$ cat config.mk
export PLATFORM = sky130hd
export DESIGN_NAME = rational_fraction_alu_core
export DESIGN_NICKNAME = d
export VERILOG_FILES = /design/src/hw/rtl/rfa_pkg.sv /design/src/hw/rtl/rfa_front.sv /design/src/hw/rtl/rfa_queue.sv /design/src/hw/rtl/rfa_back.sv /design/src/hw/rtl/rational_fraction_alu_core.sv
export SDC_FILE = /design/constraint.sdc
export NUM_CORES = 2
export LEC_CHECK = 0
export ABC_AREA = 1
export BUFFER_PORTS_ARGS = -buffer_cell sky130_fd_sc_hd__buf_4
export CAP_MARGIN = 15
export CORE_MARGIN = 2
export CORE_UTILIZATION = 55
export CTS_CLUSTER_SIZE = 14
export DETAILED_ROUTE_END_ITERATION = 16
export PLACE_DENSITY = 0.7
export SYNTH_ARGS = -nofsm -noshare
export SYNTH_HDL_FRONTEND = slang
export SYNTH_HIERARCHICAL = 1
export SYNTH_SLANG_ARGS = --single-unit
$ cat constraint.sdc
create_clock -name clk -period 27.1 [get_ports clk]
set_input_delay 8.13 -clock clk [delete_from_list [all_inputs] [get_ports clk]]
set_output_delay 8.13 -clock clk [all_outputs]
set_load 0.03 [all_outputs]
$ cat src/hw/rtl/rfa_pkg.sv
// ----------------------------------------------------------------------------
// rfa_pkg: shared types and constants for the rational fraction ALU
// Opcodes, order codes, field widths and the classification word that the
// front hands to the back through the queue.
// ----------------------------------------------------------------------------
package rfa_pkg;

  localparam int OPERAND_WIDTH_DEF = 16;
  localparam int QUEUE_DEPTH_DEF   = 2;

  localparam int OPC_W = 4;
  localparam int IN_W  = 16;
  localparam int NUM_W = 33;
  localparam int DEN_W = 32;
  localparam int ORD_W = 2;

  typedef enum logic [OPC_W-1:0] {
    OP_ADD = 4'd0,
    OP_SUB = 4'd1,
    OP_MUL = 4'd2,
    OP_DIV = 4'd3,
    OP_RED = 4'd4,
    OP_CMP = 4'd5,
    OP_LCD = 4'd6,
    OP_MAX = 4'd7,
    OP_MIN = 4'd8
  } op_t;

  localparam logic [OPC_W-1:0] OP_LAST = 4'd8;

  localparam logic [ORD_W-1:0] ORD_LT = 2'd0;
  localparam logic [ORD_W-1:0] ORD_EQ = 2'd1;
  localparam logic [ORD_W-1:0] ORD_GT = 2'd2;

  // sign bit positions in cls_t.sgn
  localparam int SG_AN = 3;
  localparam int SG_AD = 2;
  localparam int SG_BN = 1;
  localparam int SG_BD = 0;

  typedef struct packed {
    op_t        op;
    logic       op_ok;   // opcode is defined
    logic       err;     // zero denominator / zero divisor
    logic       pos;     // a strictly positive
    logic       neg;     // a strictly negative
    logic [3:0] sgn;     // operand signs, zero counts as positive
  } cls_t;

endpackage

$ cat src/hw/rtl/rfa_front.sv
// ----------------------------------------------------------------------------
// rfa_front: operand decode and classification
// Splits the four operands into sign and magnitude, checks for zero
// denominators and divisors and derives the sign flags of a.
// ----------------------------------------------------------------------------
module rfa_front #(
  parameter int W = rfa_pkg::OPERAND_WIDTH_DEF
) (
  input  logic [rfa_pkg::OPC_W-1:0]       in_opcode,
  input  logic signed [rfa_pkg::IN_W-1:0] in_a_num,
  input  logic signed [rfa_pkg::IN_W-1:0] in_a_den,
  input  logic signed [rfa_pkg::IN_W-1:0] in_b_num,
  input  logic signed [rfa_pkg::IN_W-1:0] in_b_den,
  output rfa_pkg::cls_t                   cls,
  output logic [W-1:0]                    an_mag,
  output logic [W-1:0]                    ad_mag,
  output logic [W-1:0]                    bn_mag,
  output logic [W-1:0]                    bd_mag
);
  import rfa_pkg::*;

  // operands are taken as W-bit two's complement
  function automatic logic [W:0] smag(logic [IN_W-1:0] raw);
    logic [W-1:0] v;
    v = W'(raw);
    return {v[W-1], (v[W-1] ? -v : v)};
  endfunction

  logic [W:0] an_s, ad_s, bn_s, bd_s;
  logic       op_ok;

  assign an_s = smag($unsigned(in_a_num));
  assign ad_s = smag($unsigned(in_a_den));
  assign bn_s = smag($unsigned(in_b_num));
  assign bd_s = smag($unsigned(in_b_den));

  assign an_mag = an_s[W-1:0];
  assign ad_mag = ad_s[W-1:0];
  assign bn_mag = bn_s[W-1:0];
  assign bd_mag = bd_s[W-1:0];

  assign op_ok = (in_opcode <= OP_LAST);

  always_comb begin
    cls.op    = op_ok ? op_t'(in_opcode) : OP_ADD;
    cls.op_ok = op_ok;
    cls.err   = op_ok && ((ad_mag == '0) ||
                          ((in_opcode != OP_RED) && (bd_mag == '0)) ||
                          ((in_opcode == OP_DIV) && (bn_mag == '0)));
    cls.pos   = (an_mag != '0) && (an_s[W] == ad_s[W]);
    cls.neg   = (an_mag != '0) && (an_s[W] != ad_s[W]);
    cls.sgn   = {an_s[W], ad_s[W], bn_s[W], bd_s[W]};
  end

endmodule

$ cat src/hw/rtl/rfa_queue.sv
// ----------------------------------------------------------------------------
// rfa_queue: short queue between front and back
// Small circular buffer, registered read data loaded on pop.
// ----------------------------------------------------------------------------
module rfa_queue #(
  parameter int DW    = 8,
  parameter int DEPTH = rfa_pkg::QUEUE_DEPTH_DEF
) (
  input  logic          clk,
  input  logic          rst_n,
  input  logic          push,
  input  logic [DW-1:0] push_data,
  output logic          full,
  input  logic          pop,
  output logic          empty,
  output logic [DW-1:0] pop_data_r
);
  import rfa_pkg::*;

  localparam int AW = (DEPTH > 1) ? $clog2(DEPTH) : 1;
  localparam int CNTW = $clog2(DEPTH + 1);

  logic [DW-1:0]   mem [DEPTH];
  logic [AW-1:0]   wr_ptr_r, rd_ptr_r;
  logic [CNTW-1:0] cnt_r;
  logic            do_push, do_pop;

  assign full    = (cnt_r == CNTW'(DEPTH));
  assign empty   = (cnt_r == '0);
  assign do_push = push && !full;
  assign do_pop  = pop && !empty;

  function automatic logic [AW-1:0] inc(logic [AW-1:0] p);
    return (p == AW'(DEPTH - 1)) ? '0 : p + 1'b1;
  endfunction

  always_ff @(posedge clk) begin
    if (do_push) begin
      mem[wr_ptr_r] <= push_data;
    end
    if (do_pop) begin
      pop_data_r <= mem[rd_ptr_r];
    end
  end

  always_ff @(posedge clk) begin
    if (!rst_n) begin
      wr_ptr_r <= '0;
      rd_ptr_r <= '0;
      cnt_r    <= '0;
    end else begin
      if (do_push) wr_ptr_r <= inc(wr_ptr_r);
      if (do_pop)  rd_ptr_r <= inc(rd_ptr_r);
      if (do_push && !do_pop)      cnt_r <= cnt_r + 1'b1;
      else if (do_pop && !do_push) cnt_r <= cnt_r - 1'b1;
    end
  end

endmodule

$ cat src/hw/rtl/rfa_back.sv
// ----------------------------------------------------------------------------
// rfa_back: sequenced arithmetic engine and result register
// Shared multiplier, binary gcd and a pair of restoring dividers run by a
// one-hot sequencer; one item at a time.
// ----------------------------------------------------------------------------
module rfa_back #(
  parameter int W = rfa_pkg::OPERAND_WIDTH_DEF
) (
  input  logic                      clk,
  input  logic                      rst_n,
  input  logic                      q_empty,
  output logic                      q_pop,
  input  rfa_pkg::cls_t             q_cls,
  input  logic [W-1:0]              q_an,
  input  logic [W-1:0]              q_ad,
  input  logic [W-1:0]              q_bn,
  input  logic [W-1:0]              q_bd,
  output logic                      out_empty,
  input  logic                      out_pop,
  output logic [rfa_pkg::NUM_W-1:0] out_res_num,
  output logic [rfa_pkg::DEN_W-1:0] out_res_den,
  output logic [rfa_pkg::DEN_W-1:0] out_second_num,
  output logic [rfa_pkg::ORD_W-1:0] out_order,
  output logic                      out_already_reduced,
  output logic                      out_is_positive,
  output logic                      out_is_negative,
  output logic                      out_error_code
);
  import rfa_pkg::*;

  localparam int M  = 2 * W;
  localparam int CW = $clog2(M + 1);
  localparam int XW = (M > NUM_W) ? M : NUM_W;

  typedef enum logic [7:0] {
    S_IDLE  = 8'b0000_0001,
    S_LOAD  = 8'b0000_0010,
    S_MUL   = 8'b0000_0100,
    S_SETUP = 8'b0000_1000,
    S_GCD   = 8'b0001_0000,
    S_DIV   = 8'b0010_0000,
    S_MUL2  = 8'b0100_0000,
    S_DONE  = 8'b1000_0000
  } state_t;

  state_t         state_r, state_nxt;
  cls_t           cls_r;
  logic [W-1:0]   an_r, ad_r, bn_r, bd_r;
  logic [M-1:0]   prod_r [5];
  logic [2:0]     mcnt_r;
  logic           rn_neg_r, rd_neg_r;
  logic [M-1:0]   rn_mag_r, rd_mag_r;
  logic [ORD_W-1:0] ord_r;
  logic           red_r, pass_r;
  logic [M-1:0]   gx_r, gy_r, g_r;
  logic [CW-1:0]  gk_r, dcnt_r;
  logic [M-1:0]   dn_r, dd_r;
  logic [M:0]     rmn_r, rmd_r;
  logic           out_valid_r;

  function automatic logic [NUM_W-1:0] tb_num(logic neg, logic [M-1:0] mag);
    logic [XW-1:0] e;
    e = XW'(mag);
    if (neg) e = -e;
    return e[NUM_W-1:0];
  endfunction

  function automatic logic [DEN_W-1:0] tb_den(logic neg, logic [M-1:0] mag);
    logic [XW-1:0] e;
    e = XW'(mag);
    if (neg) e = -e;
    return e[DEN_W-1:0];
  endfunction

  logic sa, sad, sbn, sbd;
  assign sa  = cls_r.sgn[SG_AN];
  assign sad = cls_r.sgn[SG_AD];
  assign sbn = cls_r.sgn[SG_BN];
  assign sbd = cls_r.sgn[SG_BD];

  // shared multiplier
  logic [W-1:0] mul_a, mul_b;
  logic [M-1:0] mul_p;
  always_comb begin
    mul_a = '0;
    mul_b = '0;
    if (state_r == S_MUL) begin
      unique case (mcnt_r)
        3'd0: begin mul_a = an_r; mul_b = bd_r; end
        3'd1: begin mul_a = bn_r; mul_b = ad_r; end
        3'd2: begin mul_a = ad_r; mul_b = bd_r; end
        3'd3: begin mul_a = an_r; mul_b = bn_r; end
        3'd4: begin mul_a = ad_r; mul_b = bn_r; end
        default: ;
      endcase
    end else if (state_r == S_MUL2) begin
      unique case (mcnt_r)
        3'd0: begin mul_a = dn_r[W-1:0]; mul_b = bd_r; end        // lcd
        3'd1: begin mul_a = an_r;        mul_b = dd_r[W-1:0]; end // a scaled
        3'd2: begin mul_a = bn_r;        mul_b = dn_r[W-1:0]; end // b scaled
        default: ;
      endcase
    end
  end
  assign mul_p = M'(mul_a) * M'(mul_b);

  // signed-magnitude add of the cross products: a*bd +/- b*ad
  logic         xn, yn, sum_neg;
  logic [M-1:0] sum_mag;
  always_comb begin
    xn = sa ^ sbd;
    yn = (sbn ^ sad) ^ (cls_r.op != OP_ADD);
    if (xn == yn) begin
      sum_neg = xn;
      sum_mag = prod_r[0] + prod_r[1];
    end else if (prod_r[0] >= prod_r[1]) begin
      sum_neg = xn;
      sum_mag = prod_r[0] - prod_r[1];
    end else begin
      sum_neg = yn;
      sum_mag = prod_r[1] - prod_r[0];
    end
  end

  logic [ORD_W-1:0] cmp_ord;
  assign cmp_ord = (sum_mag == '0) ? ORD_EQ :
                   ((sum_neg ^ sad ^ sbd) ? ORD_LT : ORD_GT);

  logic cmp_only;
  assign cmp_only = (cls_r.op == OP_CMP) || (cls_r.op == OP_MAX) || (cls_r.op == OP_MIN);

  // binary gcd step
  logic         g_done;
  logic [M-1:0] g_res;
  assign g_done = (gx_r == '0) || (gy_r == '0);
  assign g_res  = ((gx_r == '0) ? gy_r : gx_r) << gk_r;

  // restoring divide step, two dividends over one divisor
  logic [M:0] rn_x, rd_x;
  logic       qn_bit, qd_bit;
  assign rn_x   = {rmn_r[M-1:0], dn_r[M-1]};
  assign rd_x   = {rmd_r[M-1:0], dd_r[M-1]};
  assign qn_bit = (rn_x >= {1'b0, g_r});
  assign qd_bit = (rd_x >= {1'b0, g_r});

  logic out_load;
  assign out_load = (state_r == S_DONE) && (!out_valid_r || out_pop);
  assign q_pop    = (state_r == S_IDLE) && !q_empty;

  always_comb begin
    state_nxt = state_r;
    unique case (state_r)
      S_IDLE:  if (!q_empty) state_nxt = S_LOAD;
      S_LOAD:  state_nxt = (!q_cls.op_ok || q_cls.err) ? S_DONE : S_MUL;
      S_MUL:   if (mcnt_r == 3'd4) state_nxt = S_SETUP;
      S_SETUP: state_nxt = S_GCD;
      S_GCD:   begin
        if (g_done) begin
          if (!pass_r && cmp_only) state_nxt = S_DONE;
          else if (pass_r)         state_nxt = S_DIV;
        end
      end
      S_DIV:   begin
        if (dcnt_r == CW'(M - 1))
          state_nxt = (cls_r.op == OP_LCD) ? S_MUL2 : S_DONE;
      end
      S_MUL2:  if (mcnt_r == 3'd2) state_nxt = S_DONE;
      S_DONE:  if (out_load) state_nxt = S_IDLE;
      default: state_nxt = S_IDLE;
    endcase
  end

  always_ff @(posedge clk) begin
    if (!rst_n) begin
      state_r <= S_IDLE;
    end else begin
      state_r <= state_nxt;
    end
  end

  // datapath
  always_ff @(posedge clk) begin
    unique case (state_r)
      S_LOAD: begin
        cls_r  <= q_cls;
        an_r   <= q_an;
        ad_r   <= q_ad;
        bn_r   <= q_bn;
        bd_r   <= q_bd;
        mcnt_r <= '0;
      end
      S_MUL: begin
        prod_r[mcnt_r] <= mul_p;
        mcnt_r         <= (mcnt_r == 3'd4) ? 3'd0 : mcnt_r + 3'd1;
      end
      S_SETUP: begin
        ord_r  <= cmp_only ? cmp_ord : ORD_LT;
        gx_r   <= M'(an_r);
        gy_r   <= M'(ad_r);
        gk_r   <= '0;
        pass_r <= 1'b0;
        unique case (cls_r.op)
          OP_ADD, OP_SUB: begin
            rn_neg_r <= sum_neg;
            rn_mag_r <= sum_mag;
            rd_neg_r <= sad ^ sbd;
            rd_mag_r <= prod_r[2];
          end
          OP_MUL: begin
            rn_neg_r <= sa ^ sbn;
            rn_mag_r <= prod_r[3];
            rd_neg_r <= sad ^ sbd;
            rd_mag_r <= prod_r[2];
          end
          OP_DIV: begin
            rn_neg_r <= sa ^ sbd;
            rn_mag_r <= prod_r[0];
            rd_neg_r <= sad ^ sbn;
            rd_mag_r <= prod_r[4];
          end
          OP_RED: begin
            rn_neg_r <= sa;
            rn_mag_r <= M'(an_r);
            rd_neg_r <= sad;
            rd_mag_r <= M'(ad_r);
          end
          OP_LCD: begin
            // gcd of the denominators, quotients give the scale factors
            rn_neg_r <= 1'b0;
            rn_mag_r <= M'(ad_r);
            rd_neg_r <= 1'b0;
            rd_mag_r <= M'(bd_r);
          end
          default: begin
            rn_neg_r <= 1'b0;
            rn_mag_r <= '0;
            rd_neg_r <= sad ^ sbd;
            rd_mag_r <= prod_r[2];
          end
        endcase
      end
      S_GCD: begin
        if (g_done) begin
          if (!pass_r) begin
            red_r  <= (g_res == M'(1));
            gx_r   <= rn_mag_r;
            gy_r   <= rd_mag_r;
            gk_r   <= '0;
            pass_r <= 1'b1;
          end else begin
            g_r    <= g_res;
            dn_r   <= rn_mag_r;
            dd_r   <= rd_mag_r;
            rmn_r  <= '0;
            rmd_r  <= '0;
            dcnt_r <= '0;
          end
        end else if (!gx_r[0] && !gy_r[0]) begin
          gx_r <= gx_r >> 1;
          gy_r <= gy_r >> 1;
          gk_r <= gk_r + 1'b1;
        end else if (!gx_r[0]) begin
          gx_r <= gx_r >> 1;
        end else if (!gy_r[0]) begin
          gy_r <= gy_r >> 1;
        end else if (gx_r >= gy_r) begin
          gx_r <= gx_r - gy_r;
        end else begin
          gy_r <= gy_r - gx_r;
        end
      end
      S_DIV: begin
        rmn_r  <= qn_bit ? (rn_x - {1'b0, g_r}) : rn_x;
        rmd_r  <= qd_bit ? (rd_x - {1'b0, g_r}) : rd_x;
        dn_r   <= {dn_r[M-2:0], qn_bit};
        dd_r   <= {dd_r[M-2:0], qd_bit};
        dcnt_r <= dcnt_r + 1'b1;
        mcnt_r <= '0;
      end
      S_MUL2: begin
        prod_r[mcnt_r] <= mul_p;
        mcnt_r         <= mcnt_r + 3'd1;
      end
      default: ;
    endcase
  end

  // result formation
  logic [NUM_W-1:0] f_num;
  logic [DEN_W-1:0] f_den, f_sec;
  logic [ORD_W-1:0] f_ord;
  logic             f_red, f_pos, f_neg, f_err, pick_a;

  always_comb begin
    f_num  = '0;
    f_den  = '0;
    f_sec  = '0;
    f_ord  = ORD_LT;
    f_red  = 1'b0;
    f_pos  = 1'b0;
    f_neg  = 1'b0;
    f_err  = 1'b0;
    pick_a = 1'b0;
    if (cls_r.op_ok && cls_r.err) begin
      f_err = 1'b1;
    end else if (cls_r.op_ok) begin
      f_red = red_r;
      f_pos = cls_r.pos;
      f_neg = cls_r.neg;
      unique case (cls_r.op)
        OP_ADD, OP_SUB, OP_MUL, OP_DIV, OP_RED: begin
          f_num = tb_num(rn_neg_r, dn_r);
          f_den = tb_den(rd_neg_r, dd_r);
        end
        OP_LCD: begin
          f_den = tb_den(1'b0, prod_r[0]);
          f_num = tb_num(sa ^ sad, prod_r[1]);
          f_sec = tb_den(sbn ^ sbd, prod_r[2]);
        end
        OP_CMP: begin
          f_ord = ord_r;
        end
        OP_MAX, OP_MIN: begin
          f_ord  = ord_r;
          pick_a = (cls_r.op == OP_MAX) ? (ord_r == ORD_GT) : (ord_r == ORD_LT);
          f_num  = pick_a ? tb_num(sa, M'(an_r))  : tb_num(sbn, M'(bn_r));
          f_den  = pick_a ? tb_den(sad, M'(ad_r)) : tb_den(sbd, M'(bd_r));
        end
        default: ;
      endcase
    end
  end

  always_ff @(posedge clk) begin
    if (out_load) begin
      out_res_num         <= f_num;
      out_res_den         <= f_den;
      out_second_num      <= f_sec;
      out_order           <= f_ord;
      out_already_reduced <= f_red;
      out_is_positive     <= f_pos;
      out_is_negative     <= f_neg;
      out_error_code      <= f_err;
    end
  end

  always_ff @(posedge clk) begin
    if (!rst_n) begin
      out_valid_r <= 1'b0;
    end else if (out_load) begin
      out_valid_r <= 1'b1;
    end else if (out_pop) begin
      out_valid_r <= 1'b0;
    end
  end

  assign out_empty = !out_valid_r;

endmodule

$ cat src/hw/rtl/rational_fraction_alu_core.sv
// Sequence: errors and unused opcodes go from load straight to done; compare, max, min add
//   5 multiplies and one gcd pass over a; other opcodes add a gcd pass on
//   2*OPERAND_WIDTH-bit values and a 2*OPERAND_WIDTH-bit restoring divide,
//   common denominator 3 more multiplies.
// Throughput: one beat at a time in the back engine; gcd loop and divider set it.
// Reset (rst_n low, synchronous) empties the input queue and the result register.
// ----------------------------------------------------------------------------
// rational_fraction_alu_core: exact arithmetic on two signed fractions
// Front decode feeds a short queue; the back engine reduces by gcd, compares
// exactly and rewrites over the least common denominator.
// ----------------------------------------------------------------------------
module rational_fraction_alu_core #(
  parameter int OPERAND_WIDTH = rfa_pkg::OPERAND_WIDTH_DEF,
  parameter int QUEUE_DEPTH   = rfa_pkg::QUEUE_DEPTH_DEF
) (
  input  logic                             clk,
  input  logic                             rst_n,
  // input beats
  input  logic                             in_push,
  output logic                             in_full,
  input  logic [rfa_pkg::OPC_W-1:0]        in_opcode,
  input  logic signed [rfa_pkg::IN_W-1:0]  in_a_num,
  input  logic signed [rfa_pkg::IN_W-1:0]  in_a_den,
  input  logic signed [rfa_pkg::IN_W-1:0]  in_b_num,
  input  logic signed [rfa_pkg::IN_W-1:0]  in_b_den,
  // result beats
  output logic                             out_empty,
  input  logic                             out_pop,
  output logic signed [rfa_pkg::NUM_W-1:0] out_res_num,
  output logic signed [rfa_pkg::DEN_W-1:0] out_res_den,
  output logic signed [rfa_pkg::DEN_W-1:0] out_second_num,
  output logic [rfa_pkg::ORD_W-1:0]        out_order,
  output logic                             out_already_reduced,
  output logic                             out_is_positive,
  output logic                             out_is_negative,
  output logic                             out_error_code
);
  import rfa_pkg::*;

  localparam int W  = OPERAND_WIDTH;
  localparam int DW = $bits(cls_t) + 4 * W;

  // front: classify the beat as it arrives
  cls_t         f_cls;
  logic [W-1:0] f_an, f_ad, f_bn, f_bd;

  rfa_front #(.W(W)) u_front (
    .in_opcode (in_opcode),
    .in_a_num  (in_a_num),
    .in_a_den  (in_a_den),
    .in_b_num  (in_b_num),
    .in_b_den  (in_b_den),
    .cls       (f_cls),
    .an_mag    (f_an),
    .ad_mag    (f_ad),
    .bn_mag    (f_bn),
    .bd_mag    (f_bd)
  );

  // queue decouples the front from the slow back engine
  logic [DW-1:0] q_wdata, q_rdata;
  logic          q_empty, q_pop;
  cls_t          q_cls;
  logic [W-1:0]  q_an, q_ad, q_bn, q_bd;

  assign q_wdata = {f_cls, f_an, f_ad, f_bn, f_bd};
  assign {q_cls, q_an, q_ad, q_bn, q_bd} = q_rdata;

  rfa_queue #(.DW(DW), .DEPTH(QUEUE_DEPTH)) u_queue (
    .clk        (clk),
    .rst_n      (rst_n),
    .push       (in_push),
    .push_data  (q_wdata),
    .full       (in_full),
    .pop        (q_pop),
    .empty      (q_empty),
    .pop_data_r (q_rdata)
  );

  // back: sequenced engine plus result register
  rfa_back #(.W(W)) u_back (
    .clk                 (clk),
    .rst_n               (rst_n),
    .q_empty             (q_empty),
    .q_pop               (q_pop),
    .q_cls               (q_cls),
    .q_an                (q_an),
    .q_ad                (q_ad),
    .q_bn                (q_bn),
    .q_bd                (q_bd),
    .out_empty           (out_empty),
    .out_pop             (out_pop),
    .out_res_num         (out_res_num),
    .out_res_den         (out_res_den),
    .out_second_num      (out_second_num),
    .out_order           (out_order),
    .out_already_reduced (out_already_reduced),
    .out_is_positive     (out_is_positive),
    .out_is_negative     (out_is_negative),
    .out_error_code      (out_error_code)
  );

  // an error beat carries nothing but the error code
  a_err_zero: assert property (@(posedge clk) disable iff (!rst_n)
    (!out_empty && out_error_code) |->
      (out_res_num == '0 && out_res_den == '0 && out_second_num == '0))
    else $error("error result with nonzero payload");

  // a cannot be both positive and negative, nor flagged on an error
  a_sign_excl: assert property (@(posedge clk) disable iff (!rst_n)
    !out_empty |-> !(out_is_positive && out_is_negative) &&
                   !(out_error_code && (out_is_positive || out_is_negative)))
    else $error("inconsistent sign flags");

  // a waiting result holds until popped
  a_out_hold: assert property (@(posedge clk) disable iff (!rst_n)
    (!out_empty && !out_pop) |=> (!out_empty && $stable(out_res_num) &&
                                  $stable(out_res_den)))
    else $error("result changed while waiting");

endmodule

==> results.md <==
- Status: finished clean
- Final TNS setup: 0 ps
- CTS root buf: clkbuf_16
- CTS H-Tree Depth: 3
- Most frequent cell after synthesis: nand2_1
- Critical path type: in2reg
- Area growth syn-to-layout: 8.934%
- Fill cells: approximately 11000
- Post-Synthesis Cells: around 8400
- DR DRC count: 0
- Clk buf depth: 3
- Post_cts resized: 0
- Share of the yosys chip area belonging to registers: around two fifths
- Layout cell share with drive strength beyond 1: about 7.5%
- Crit. Startpoint: out_pop
- Synthesized cell area: a little under 70000 um^2
- Worst-path fanout max: between 60 and 70
- Final WS setup: approximately 17000 ps
- # hold bufs at CTS: 0
- Routed via count: 62040
- WL/cell: 25.83 um
- Core area: about 120000 um^2
- Adder and majority gate portion of the synthesized area: about an eighth
- Drt total wl: 261400 um
- RSZ-0062 raised after global routing: no
- Total Power: approximately 3600 uW
- Yosys top cell area share: between 30 and 40%
- Commonest cells in the netlist: nand2_1 (2069), inv_1 (1172), edfxtp_1 (876), nor2_1 (643), a21oi_1 (569)
- CTS tree: built
- Period minus WS final: 9860 ps
- GRT Util Overall: between 40% and 50%
- Critical path required time: roughly 27000 ps
- Post-Syn Area per Cell: approximately 8.1 um^2
- Vias per cell: just over 6
- Die area: ~130000 um^2
- Yosys cell types: 71
- Dominant synthesized flop cell: edfxtp_1
- WP data arrival: about 10000 ps
- Final HPWL DP: 203900 um
- Yosys reg bits: a little under 900
- Post-place setup slack: about 17000 ps
- TritonCTS Buffers: 98
- Clk sinks: just under 900
- Setup Fix Bufs, Post-CTS: 0
- Fraction of registers with async set/reset: 0%
- Placed Cells: roughly 10000
- Die H: 353.7 um
- Leading area contributor after synthesis: edfxtp_1
- Vias in the first global route: ~58000
- Num ports: ~180
- PwrDens: ~50 nW/um^2
- Simple-Gate Fraction of Synth Area: between 20% and 30%
- Slew headroom: about 14%
- Reg2reg setup slack: around 17000 ps
- Hold path start: u_queue/pop_data_r[35]
- Synth Area in XOR/XNOR: under 10%
- Worst Tran Pin Value: about 1300 ps
- Main combinational cell family by area after synthesis: simple AND/OR/NAND/NOR gates
- Max Cap Violations: 0
- Endpoints failing setup: 0
- Synth area leaders: edfxtp_1 (39%), nand2_1 (12%), inv_1 (6.5%)
- Syn. warnings: 6
- CP bufs+invs: 2
- Antenna violations before repair: 11
- Die Width: 353.7 um
- Fin nets: roughly 9000
- Final hold viol count: 0
- Fmax: slightly above 0.1 GHz
- Peak supply drop: 0.05326 mV
- Synth Area in Compound Gates: a little over an eighth
- Gr ovfl total: 0
- First-pass GRT wire length: around 380000 um
- Clk Latency, worst-skew pair: 790 ps
- Post-route design area: around 73000 um^2
- Antenna Nets Post-Route: 0
- Post-Layout Cell Count: slightly above 10000
- Iteration-0 DRC count of the detailed router: just under 9000
- Core Rows: roughly 130
- Slowest cell on the critical path: buf_4
- Reg2reg start: u_back/mcnt_r[0]
- Startpoint Class: primary input
- Clk pin slew, worst setup/hold paths: approximately 80 ps
- Worst Hold Class: reg2reg
- Crit path top cell by count: buf_4
- Leakage: 0.03357 uW
- Net count after synthesis: ~9000
- Mux contribution to synthesized area: 0%
- IO Port Bufs: approximately 180
- CP Cell Sequence: buf_4 > nor2_1 > nor2_4 > buf_4
- Worst clock skew: 86.01 ps
- Cell family with most CP delay: buffers and inverters
- GPL Wtd Cong: between 1 and 1.5
- Post-synth EDFFs: slightly below 900
- Drt pass-1 iters: 8
- Final Max Tran Viols: 0
- CP max stage delay: roughly 930 ps
- Post-placement cell area: around 70000 um^2
- Initial Utilization: 55.34%
- Largest net degree at the start of global routing: around 110
- Crit path capture type: register
- Period Utilization, post-route: 36.39%
per-layer routing:
layer,track usage (%),wire [um]
met2,61.03,111700
met1,52.28,97270
met4,27.34,21320
met5,0,75
met3,10.88,31050
final timing paths:
kind                             to  cells past startpoint
max reg2reg    u_back/prod_r[2][28]                     36
min                  u_back/ad_r[3]                      0
min reg2reg          u_back/ad_r[3]                      0
max          u_back/out_res_den[27]                      4
power breakdown:
group | switching (uW) | total [uW] | internal, uW
Clock | 596 | 1360 | 761
Combinational | 431 | 576 | 144
Sequential | 52.2 | 1710 | 1660
registers in the layout (all words and copies together), names as in the netlist, 33 cells and up:
| name | flops |
|---|---|
| u_back/prod_r | 160 |
| u_queue/mem | 152 |
| u_queue/pop_data_r | 76 |
| u_back/out_res_num | 33 |
area by class of cell:
| class | count | area, um^2 | area share [%] |
|---|---|---|---|
| Tap cell | 1625 | 2033 | 2.775 |
| Clock inverter | 62 | 714.4 | 0.9750 |
| Timing Repair Buffer | 274 | 2057 | 2.807 |
| Multi-Input combinational cell | 5934 | 34800 | 47.49 |
| Clock buffer | 121 | 2539 | 3.465 |
| Inverter | 1211 | 4556 | 6.217 |
| Sequential cell | 889 | 26570 | 36.26 |
| Antenna cell | 5 | 12.51 | 0.01708 |
placed cells by master, fill, tap and decap left out, types with 201 or more instances in the layout:
| cell | Yosys | final |
|---|---|---|
| ha_1 | 351 | 351 |
| fa_1 | 201 | 201 |
| nor2_1 | 643 | 630 |
| a21oi_1 | 569 | 569 |
| nand2_1 | 2069 | 2066 |
| buf_4 | 29 | 274 |
| o21ai_0 | 492 | 491 |
| inv_1 | 1172 | 1167 |
| nand3_1 | 514 | 514 |
| edfxtp_1 | 876 | 876 |
logic make-up (layout without fill, tap and decap cells):
family	after synthesis	in the layout
AND/OR/NAND/NOR	3549	3549
AO/OA/AOI/OAI	1584	1584
buffers and inverters	1528	1668
flip-flops	889	889
adder cells (fa/ha/maj)	552	552
XOR/XNOR	249	249
other	0	5
stage by stage:
stage          util [%]  hold slack [ps]
6_report          60.28            381.4
5_1_grt           60.27            397.3
4_1_cts           60.26            396.2
3_5_place_dp      57.59            404.5
3_3_place_gp      57.59            400.3
2_1_floorplan         -            400.3
No activity file was read; power rests on OpenSTA's default activity.
